===== src/sv/afsk_pkg.sv =====
// package for the afsk tone modulator: word types, codes and sine table
`default_nettype none
package afsk_pkg;

	// opcodes of an input word
	localparam logic [1:0] OP_TICK  = 2'd0;
	localparam logic [1:0] OP_START = 2'd1;
	localparam logic [1:0] OP_STOP  = 2'd2;

	// configuration register indexes
	localparam int unsigned CFG_INDEX_W = 2;
	localparam logic [CFG_INDEX_W-1:0] REG_MARK_INC  = 2'd0;
	localparam logic [CFG_INDEX_W-1:0] REG_SPACE_INC = 2'd1;
	localparam logic [CFG_INDEX_W-1:0] REG_SPB       = 2'd2;

	localparam int unsigned PHASE_W = 32;
	localparam int unsigned COUNT_W = 6;
	localparam int unsigned DUTY_W  = 8;
	localparam int unsigned CFG_DATA_W = PHASE_W;

	localparam logic [PHASE_W-1:0] MARK_INC_RESET  = 32'd107374182;
	localparam logic [PHASE_W-1:0] SPACE_INC_RESET = 32'd196852667;
	localparam logic [COUNT_W-1:0] SPB_RESET       = 6'd40;

	typedef struct packed {
		logic [1:0] opcode;
		logic       tx_bit;
		logic       bit_available;
	} afsk_in_t;

	typedef struct packed {
		logic [DUTY_W-1:0] duty;
		logic              bit_taken;
		logic              active;
		logic              ptt_release;
	} afsk_out_t;

	// round(127.5 + 127.5*sin(2*pi*i/256))
	localparam logic [DUTY_W-1:0] SINE_ROM [256] = '{
		8'd128, 8'd131, 8'd134, 8'd137, 8'd140, 8'd143, 8'd146, 8'd149,
		8'd152, 8'd155, 8'd158, 8'd162, 8'd165, 8'd167, 8'd170, 8'd173,
		8'd176, 8'd179, 8'd182, 8'd185, 8'd188, 8'd190, 8'd193, 8'd196,
		8'd198, 8'd201, 8'd203, 8'd206, 8'd208, 8'd211, 8'd213, 8'd215,
		8'd218, 8'd220, 8'd222, 8'd224, 8'd226, 8'd228, 8'd230, 8'd232,
		8'd234, 8'd235, 8'd237, 8'd238, 8'd240, 8'd241, 8'd243, 8'd244,
		8'd245, 8'd246, 8'd248, 8'd249, 8'd250, 8'd250, 8'd251, 8'd252,
		8'd253, 8'd253, 8'd254, 8'd254, 8'd254, 8'd255, 8'd255, 8'd255,
		8'd255, 8'd255, 8'd255, 8'd255, 8'd254, 8'd254, 8'd254, 8'd253,
		8'd253, 8'd252, 8'd251, 8'd250, 8'd250, 8'd249, 8'd248, 8'd246,
		8'd245, 8'd244, 8'd243, 8'd241, 8'd240, 8'd238, 8'd237, 8'd235,
		8'd234, 8'd232, 8'd230, 8'd228, 8'd226, 8'd224, 8'd222, 8'd220,
		8'd218, 8'd215, 8'd213, 8'd211, 8'd208, 8'd206, 8'd203, 8'd201,
		8'd198, 8'd196, 8'd193, 8'd190, 8'd188, 8'd185, 8'd182, 8'd179,
		8'd176, 8'd173, 8'd170, 8'd167, 8'd165, 8'd162, 8'd158, 8'd155,
		8'd152, 8'd149, 8'd146, 8'd143, 8'd140, 8'd137, 8'd134, 8'd131,
		8'd128, 8'd124, 8'd121, 8'd118, 8'd115, 8'd112, 8'd109, 8'd106,
		8'd103, 8'd100, 8'd97,  8'd93,  8'd90,  8'd88,  8'd85,  8'd82,
		8'd79,  8'd76,  8'd73,  8'd70,  8'd67,  8'd65,  8'd62,  8'd59,
		8'd57,  8'd54,  8'd52,  8'd49,  8'd47,  8'd44,  8'd42,  8'd40,
		8'd37,  8'd35,  8'd33,  8'd31,  8'd29,  8'd27,  8'd25,  8'd23,
		8'd21,  8'd20,  8'd18,  8'd17,  8'd15,  8'd14,  8'd12,  8'd11,
		8'd10,  8'd9,   8'd7,   8'd6,   8'd5,   8'd5,   8'd4,   8'd3,
		8'd2,   8'd2,   8'd1,   8'd1,   8'd1,   8'd0,   8'd0,   8'd0,
		8'd0,   8'd0,   8'd0,   8'd0,   8'd1,   8'd1,   8'd1,   8'd2,
		8'd2,   8'd3,   8'd4,   8'd5,   8'd5,   8'd6,   8'd7,   8'd9,
		8'd10,  8'd11,  8'd12,  8'd14,  8'd15,  8'd17,  8'd18,  8'd20,
		8'd21,  8'd23,  8'd25,  8'd27,  8'd29,  8'd31,  8'd33,  8'd35,
		8'd37,  8'd40,  8'd42,  8'd44,  8'd47,  8'd49,  8'd52,  8'd54,
		8'd57,  8'd59,  8'd62,  8'd65,  8'd67,  8'd70,  8'd73,  8'd76,
		8'd79,  8'd82,  8'd85,  8'd88,  8'd90,  8'd93,  8'd97,  8'd100,
		8'd103, 8'd106, 8'd109, 8'd112, 8'd115, 8'd118, 8'd121, 8'd124
	};

endpackage
`default_nettype wire


===== src/sv/afsk_tone_modulator_top.sv =====
// afsk tone modulator: input register, phase/state update and result register
// an accepted word passes the input register, then the result register; out_stall holds both
// throughput: one word per cycle unless stalled; phase add and sine lookup share one stage
// the modulator state updates when a word leaves the input register, so the next word sees it
// reset: idle, phase and tick count zero, held bit one, duty zero, registers at defaults
// both pipeline registers empty after reset
`default_nettype none
module afsk_tone_modulator_top (
	input  wire logic                                  clk,
	input  wire logic                                  arst_n,
	// configuration write port
	input  wire logic                                  cfg_write,
	input  wire logic [afsk_pkg::CFG_INDEX_W-1:0]      cfg_index,
	input  wire logic [afsk_pkg::CFG_DATA_W-1:0]       cfg_data,
	// input channel
	input  wire logic                                  in_valid,
	output logic                                       in_stall,
	input  wire afsk_pkg::afsk_in_t                    in_word,
	// output channel
	output logic                                       out_valid,
	input  wire logic                                  out_stall,
	output afsk_pkg::afsk_out_t                        out_word
);

	// configuration registers
	logic [afsk_pkg::PHASE_W-1:0] mark_inc_q;
	logic [afsk_pkg::PHASE_W-1:0] space_inc_q;
	logic [afsk_pkg::COUNT_W-1:0] spb_q;

	// modulator state
	logic                         transmitting_q;
	logic [afsk_pkg::PHASE_W-1:0] phase_q;
	logic [afsk_pkg::COUNT_W-1:0] tick_count_q;
	logic                         held_bit_q;
	logic [afsk_pkg::DUTY_W-1:0]  held_duty_q;

	// input register
	logic                         valid_s1;
	afsk_pkg::afsk_in_t           word_s1;

	// result register
	logic                         out_valid_q;
	afsk_pkg::afsk_out_t          out_word_q;

	logic                         advance;

	// next-state values of the word in the input register
	logic                         transmitting_d;
	logic [afsk_pkg::PHASE_W-1:0] phase_d;
	logic [afsk_pkg::COUNT_W-1:0] tick_count_d;
	logic                         held_bit_d;
	logic [afsk_pkg::DUTY_W-1:0]  held_duty_d;
	logic                         taken_d;
	logic                         release_d;

	logic                         bit_sel;
	logic [afsk_pkg::PHASE_W-1:0] phase_sum;
	logic [afsk_pkg::COUNT_W-1:0] count_inc;

	// result register frees up when empty or being taken
	assign advance   = !out_valid_q || !out_stall;
	assign in_stall  = valid_s1 && !advance;
	assign out_valid = out_valid_q;
	assign out_word  = out_word_q;

	// configuration writes, unknown index ignored
	always_ff @(posedge clk or negedge arst_n) begin
		if (!arst_n) begin
			mark_inc_q  <= afsk_pkg::MARK_INC_RESET;
			space_inc_q <= afsk_pkg::SPACE_INC_RESET;
			spb_q       <= afsk_pkg::SPB_RESET;
		end else if (cfg_write) begin
			unique case (cfg_index)
				afsk_pkg::REG_MARK_INC:  mark_inc_q  <= cfg_data;
				afsk_pkg::REG_SPACE_INC: space_inc_q <= cfg_data;
				afsk_pkg::REG_SPB:       spb_q       <= cfg_data[afsk_pkg::COUNT_W-1:0];
				default: ;
			endcase
		end
	end

	// input register
	always_ff @(posedge clk or negedge arst_n) begin
		if (!arst_n) begin
			valid_s1 <= 1'b0;
		end else if (!in_stall) begin
			valid_s1 <= in_valid;
		end
	end

	always_ff @(posedge clk) begin
		if (!in_stall && in_valid) begin
			word_s1 <= in_word;
		end
	end

	// a new bit is latched at a bit boundary, otherwise the held one keys the tone
	assign bit_sel   = (tick_count_q == '0) ? word_s1.tx_bit : held_bit_q;
	assign phase_sum = phase_q + (bit_sel ? mark_inc_q : space_inc_q);
	assign count_inc = tick_count_q + afsk_pkg::COUNT_W'(1);

	always_comb begin
		transmitting_d = transmitting_q;
		phase_d        = phase_q;
		tick_count_d   = tick_count_q;
		held_bit_d     = held_bit_q;
		held_duty_d    = held_duty_q;
		taken_d        = 1'b0;
		release_d      = 1'b0;
		case (word_s1.opcode)
			afsk_pkg::OP_START: begin
				phase_d        = '0;
				tick_count_d   = '0;
				transmitting_d = 1'b1;
			end
			afsk_pkg::OP_STOP: begin
				transmitting_d = 1'b0;
				tick_count_d   = '0;
				held_duty_d    = '0;
			end
			afsk_pkg::OP_TICK: begin
				if (transmitting_q) begin
					if (tick_count_q == '0 && !word_s1.bit_available) begin
						// packet done: drop the carrier and release ptt
						transmitting_d = 1'b0;
						tick_count_d   = '0;
						held_duty_d    = '0;
						release_d      = 1'b1;
					end else begin
						if (tick_count_q == '0) begin
							held_bit_d = word_s1.tx_bit;
							taken_d    = 1'b1;
						end
						phase_d      = phase_sum;
						held_duty_d  = afsk_pkg::SINE_ROM[phase_sum[afsk_pkg::PHASE_W-1 -:
							afsk_pkg::DUTY_W]];
						// zero samples per bit behaves like one
						tick_count_d = (count_inc >= spb_q) ? '0 : count_inc;
					end
				end
			end
			default: ;  // unused opcode acts as an idle tick
		endcase
	end

	// modulator state moves with the word leaving the input register
	always_ff @(posedge clk or negedge arst_n) begin
		if (!arst_n) begin
			transmitting_q <= 1'b0;
			phase_q        <= '0;
			tick_count_q   <= '0;
			held_bit_q     <= 1'b1;
			held_duty_q    <= '0;
		end else if (valid_s1 && advance) begin
			transmitting_q <= transmitting_d;
			phase_q        <= phase_d;
			tick_count_q   <= tick_count_d;
			held_bit_q     <= held_bit_d;
			held_duty_q    <= held_duty_d;
		end
	end

	// result register
	always_ff @(posedge clk or negedge arst_n) begin
		if (!arst_n) begin
			out_valid_q <= 1'b0;
		end else if (advance) begin
			out_valid_q <= valid_s1;
		end
	end

	always_ff @(posedge clk) begin
		if (valid_s1 && advance) begin
			out_word_q.duty        <= held_duty_d;
			out_word_q.bit_taken   <= taken_d;
			out_word_q.active      <= transmitting_d;
			out_word_q.ptt_release <= release_d;
		end
	end

endmodule
`default_nettype wire

===== config.mk =====
export PLATFORM = sky130hd
export DESIGN_NAME = afsk_tone_modulator_top
export DESIGN_NICKNAME = d
export VERILOG_FILES = /design/src/sv/afsk_pkg.sv /design/src/sv/afsk_tone_modulator_top.sv
export SDC_FILE = /design/constraint.sdc
export NUM_CORES = 1
export LEC_CHECK = 0
export BUFFER_PORTS_ARGS = -buffer_cell sky130_fd_sc_hd__buf_2
export CAP_MARGIN = 40
export CORE_ASPECT_RATIO = 1.25
export CORE_MARGIN = 3
export CORE_UTILIZATION = 57
export DETAILED_ROUTE_END_ITERATION = 6
export PLACE_DENSITY = 0.78
export SYNTH_ARGS = -nofsm -noshare
export SYNTH_HDL_FRONTEND = slang
export SYNTH_SLANG_ARGS = --single-unit

===== constraint.sdc =====
create_clock -name clk -period 5.9 [get_ports clk]
set_input_delay 0.59 -clock clk [delete_from_list [all_inputs] [get_ports clk]]
set_output_delay 0.59 -clock clk [all_outputs]
set_load 0.02 [all_outputs]

==> summary.md <==
| Metric | Value |
|---|---|
| Outcome | `completed` |
| Mapped Cells | `1061` |
| Critical Path Fanout Max | `16` |
| #FFs+latches synth | `135` |
| Antenna violations before repair | `0` |
| Clock Latency Late Sink | `430 ps` |
| Top cells by area, synth | `dfrtp_1 (20%), mux2_2 (12%), dfstp_2 (9.9%)` |
| Final nets | `1266` |
| Via/cell ratio | `6.80` |
| Max-slew violation count | `0` |
| PD cells | `650 mW/mm2` |
| Worst hold path type | `input pin to async pin` |
| Clock Tree Root | `clkbuf_16` |
| Max clock buf depth | `2` |
| Global route overflow | `0` |
| EDFF count, synth | `15` |
| Max Freq | `173 MHz` |
| DP Worst Slack | `-57.6 ps` |
| Setup TNS | `0 ps` |
| Prevailing post-synth register cell | `dfrtp_1` |
| Crit start category | `flop` |
| Antenna cells | `0` |
| VDD IR-drop max | `0.000350 V` |
| GPL Wtd Cong | `1.01` |
| Leading area contributor after synthesis | `dfrtp_1` |
| Clk sinks | `135` |
| Aggregate routed wire length | `33.7 mm` |
| Routed length per instance | `24.0 um` |
| Die area | `0.0193 mm2` |
| Core ar. | `0.0170 mm2` |
| Die Wd | `125 um` |
| Max Cap Viol | `0` |
| Starting Density | `0.589` |
| Final min period | `5790 ps` |
| Async SR Flop Fraction | `0.889` |
| Area fraction of the dominant cell type after synthesis | `0.204` |
| Fin Clk Skew | `14.7 ps` |
| Iteration-0 DRC Markers | `1170` |
| Number of global-route vias before repair | `9699` |
| DIE HEIGHT | `154 um` |
| Syn nets | `1156` |
| Tcrit/Tclk final | `0.981` |
| Clk pin slew, worst setup/hold paths | `70 ps` |
| Ports | `56` |
| Total Routing Usage GR | `0.340` |
| H-tree depth | `4` |
| FP Rows | `53` |
| Worst Path Required | `6070 ps` |
| DP Wirelength | `23.6 mm` |
| Critical path class | `flop to flop` |
| Crit path DAT | `5960 ps` |
| Yosys warning total | `0` |
| DRC | `0` |
| Hold Fails Final Rpt | `0` |
| Num CTS Buffers | `17` |
| Slew headroom | `0.414` |
| CP endpoint kind | `flop` |
| R2R depth | `22` |
| Count of endpoints failing setup in the final report | `0` |
| Global-route wire length before repair | `52.3 mm` |
| Post-synthesis cell type count | `103` |
| Pre-Repair DR Iteration Count | `5` |
| Register area share after synthesis | `0.349` |
| Largest net degree at the start of global routing | `43` |
| CTS tree | `done` |
| Synthesized cell area | `0.0100 mm2` |
| Post-route worst setup slack | `115 ps` |
| Least-Margin Pin Slew | `876 ps` |
| Antenna Violating Nets Remaining | `0` |
| Avg Synthesized Cell Area | `9.46 um2` |
| Layout cells sized above 1 | `0.350` |
| Synthesis-to-layout area growth | `18.5%` |
| Leak Pwr | `0.00506 uW` |
| Port Buffers | `55` |
| Via Count | `9554` |
| Filler instances | `1247` |
worst max-delay path, stage by stage, from the launching register on:
cell       delay, ps
dfrtp_1          410
inv_1             70
ha_1             150
nand2b_1          70
or4_4            470
mux2i_4          230
buf_4            170
clkbuf_16        200
mux2_2           410
ha_1             290
a21oi_1           90
nand3b_1         250
a211o_1          390
a211o_1          330
o211ai_4         110
inv_1             90
ha_1             350
buf_4            220
o211ai_1         120
o221ai_1         260
a32o_1           340
nor4_2           390
o21ai_1          100
kinds of logic after synthesis:
family          after synthesis  synth area share
compound gates              351             0.251
simple gates                288             0.139
flops                       135             0.349
mux                         109             0.123
buf+inv                      95            0.0439
fa+ha+maj                    52            0.0655
xor+xnor                     31            0.0285
layout make-up:
cell class              instances  area (um2)  share of cell area
inverters                      23        91.3             0.00768
clock inverters                13         160              0.0135
multi-input cells             831        6220               0.523
repair buffers                163        1190               0.100
clock buffers                  19         454              0.0382
flip-flops and latches        135        3500               0.294
well taps                     220         275              0.0231
report_power, final:
part / internal (uW) / leakage (uW) / switching, uW
clock network: 661 / 0.000298 / 453
registers: 1190 / 0.00160 / 126
logic: 2030 / 0.00316 / 3260
total: 3890 / 0.00506 / 3840
synthesized netlist by cell type (9+ instances only):
master and number:
clkbuf_1 33, o21ai_1 21, edfxtp_1 15, a21oi_1 72
a221oi_1 9, nand3_1 28, nor3_1 19, o211ai_1 17
nand2b_1 12, nand2_1 121, o21ai_0 75, dfrtp_1 82
nor2_1 45, xnor2_1 17, xor2_1 12, mux2_2 106
dfstp_2 38, ha_1 51, a211oi_1 14, nand4_1 12
inv_1 20, buf_2 29
layout by cell type (no fill, tap or decap), types with 7 or more instances in the layout:
cell,count
xor2_1,12
a211oi_1,11
dfrtp_1,82
nand2_1,120
buf_2,54
buf_4,101
a22oi_1,7
o21ai_0,74
a21o_1,7
a21oi_2,10
ha_1,51
a22o_1,8
a21oi_1,69
nor3_1,18
a211o_1,7
inv_1,20
clkbuf_16,19
o21ai_1,19
mux2_2,106
nand3_1,28
nor2_1,45
edfxtp_1,15
dfstp_2,38
nand2b_1,12
o221ai_1,8
a221oi_1,7
nand4_1,12
xnor2_1,17
o211ai_1,17
per-layer routing:
layer  part of all wire  vias up  GRT usage
met5                  0        -          0
met4              0.070        0      0.226
met3              0.062      163     0.0501
met2               0.49      542      0.569
met1               0.38     4622      0.406
li1                   -     4227          -
final timing paths:
check                                     start              to  slack (ps)
worst max-delay path            tick_count_q[1]     out_word[4]         110
worst min-delay path                     arst_n     phase_q[23]         140
worst max register to register  tick_count_q[1]     out_word[4]         110
worst min register to register   held_duty_q[5]  held_duty_q[5]         480
max in group asynchronous                arst_n      held_bit_q        4520
min in group clk                     in_word[1]      word_s1[1]         330
flip-flops by register name, indices dropped and copies added, names as in the netlist:
| name | flops |
|---|---|
| out_word | 11 |
| held_bit_q | 1 |
| valid_s1 | 1 |
| transmitting_q | 1 |
| spb_q | 6 |
| phase_q | 32 |
| mark_inc_q | 32 |
| space_inc_q | 32 |
| tick_count_q | 6 |
| held_duty_q | 8 |
| word_s1 | 4 |
| out_valid | 1 |
through the flow:
step,std cells,instance area [um2],power [uW],utilization,hold slack [ps]
detailed placement,1363,11100,6220,0.650,472
global placement,1361,11000,6210,0.647,463
global route,1404,11900,8100,0.698,180
floorplan,1061,10000,4430,-,294
CTS,1395,11700,7400,0.688,151
finish,1404,11900,7730,0.698,139
what timing repair did:
| item | 4_1_cts | 5_1_grt |
|---|---|---|
| setup buffers | 0 | 8 |
| endpoints found under the setup margin | 3 | 12 |
| gates cloned | 0 | 1 |
| pin swaps | 0 | 11 |
| endpoints found under the hold margin | 0 | 0 |
| hold buffers | 0 | 0 |
| gates resized for setup | 5 | 24 |
(Power assumes the default switching activity.)
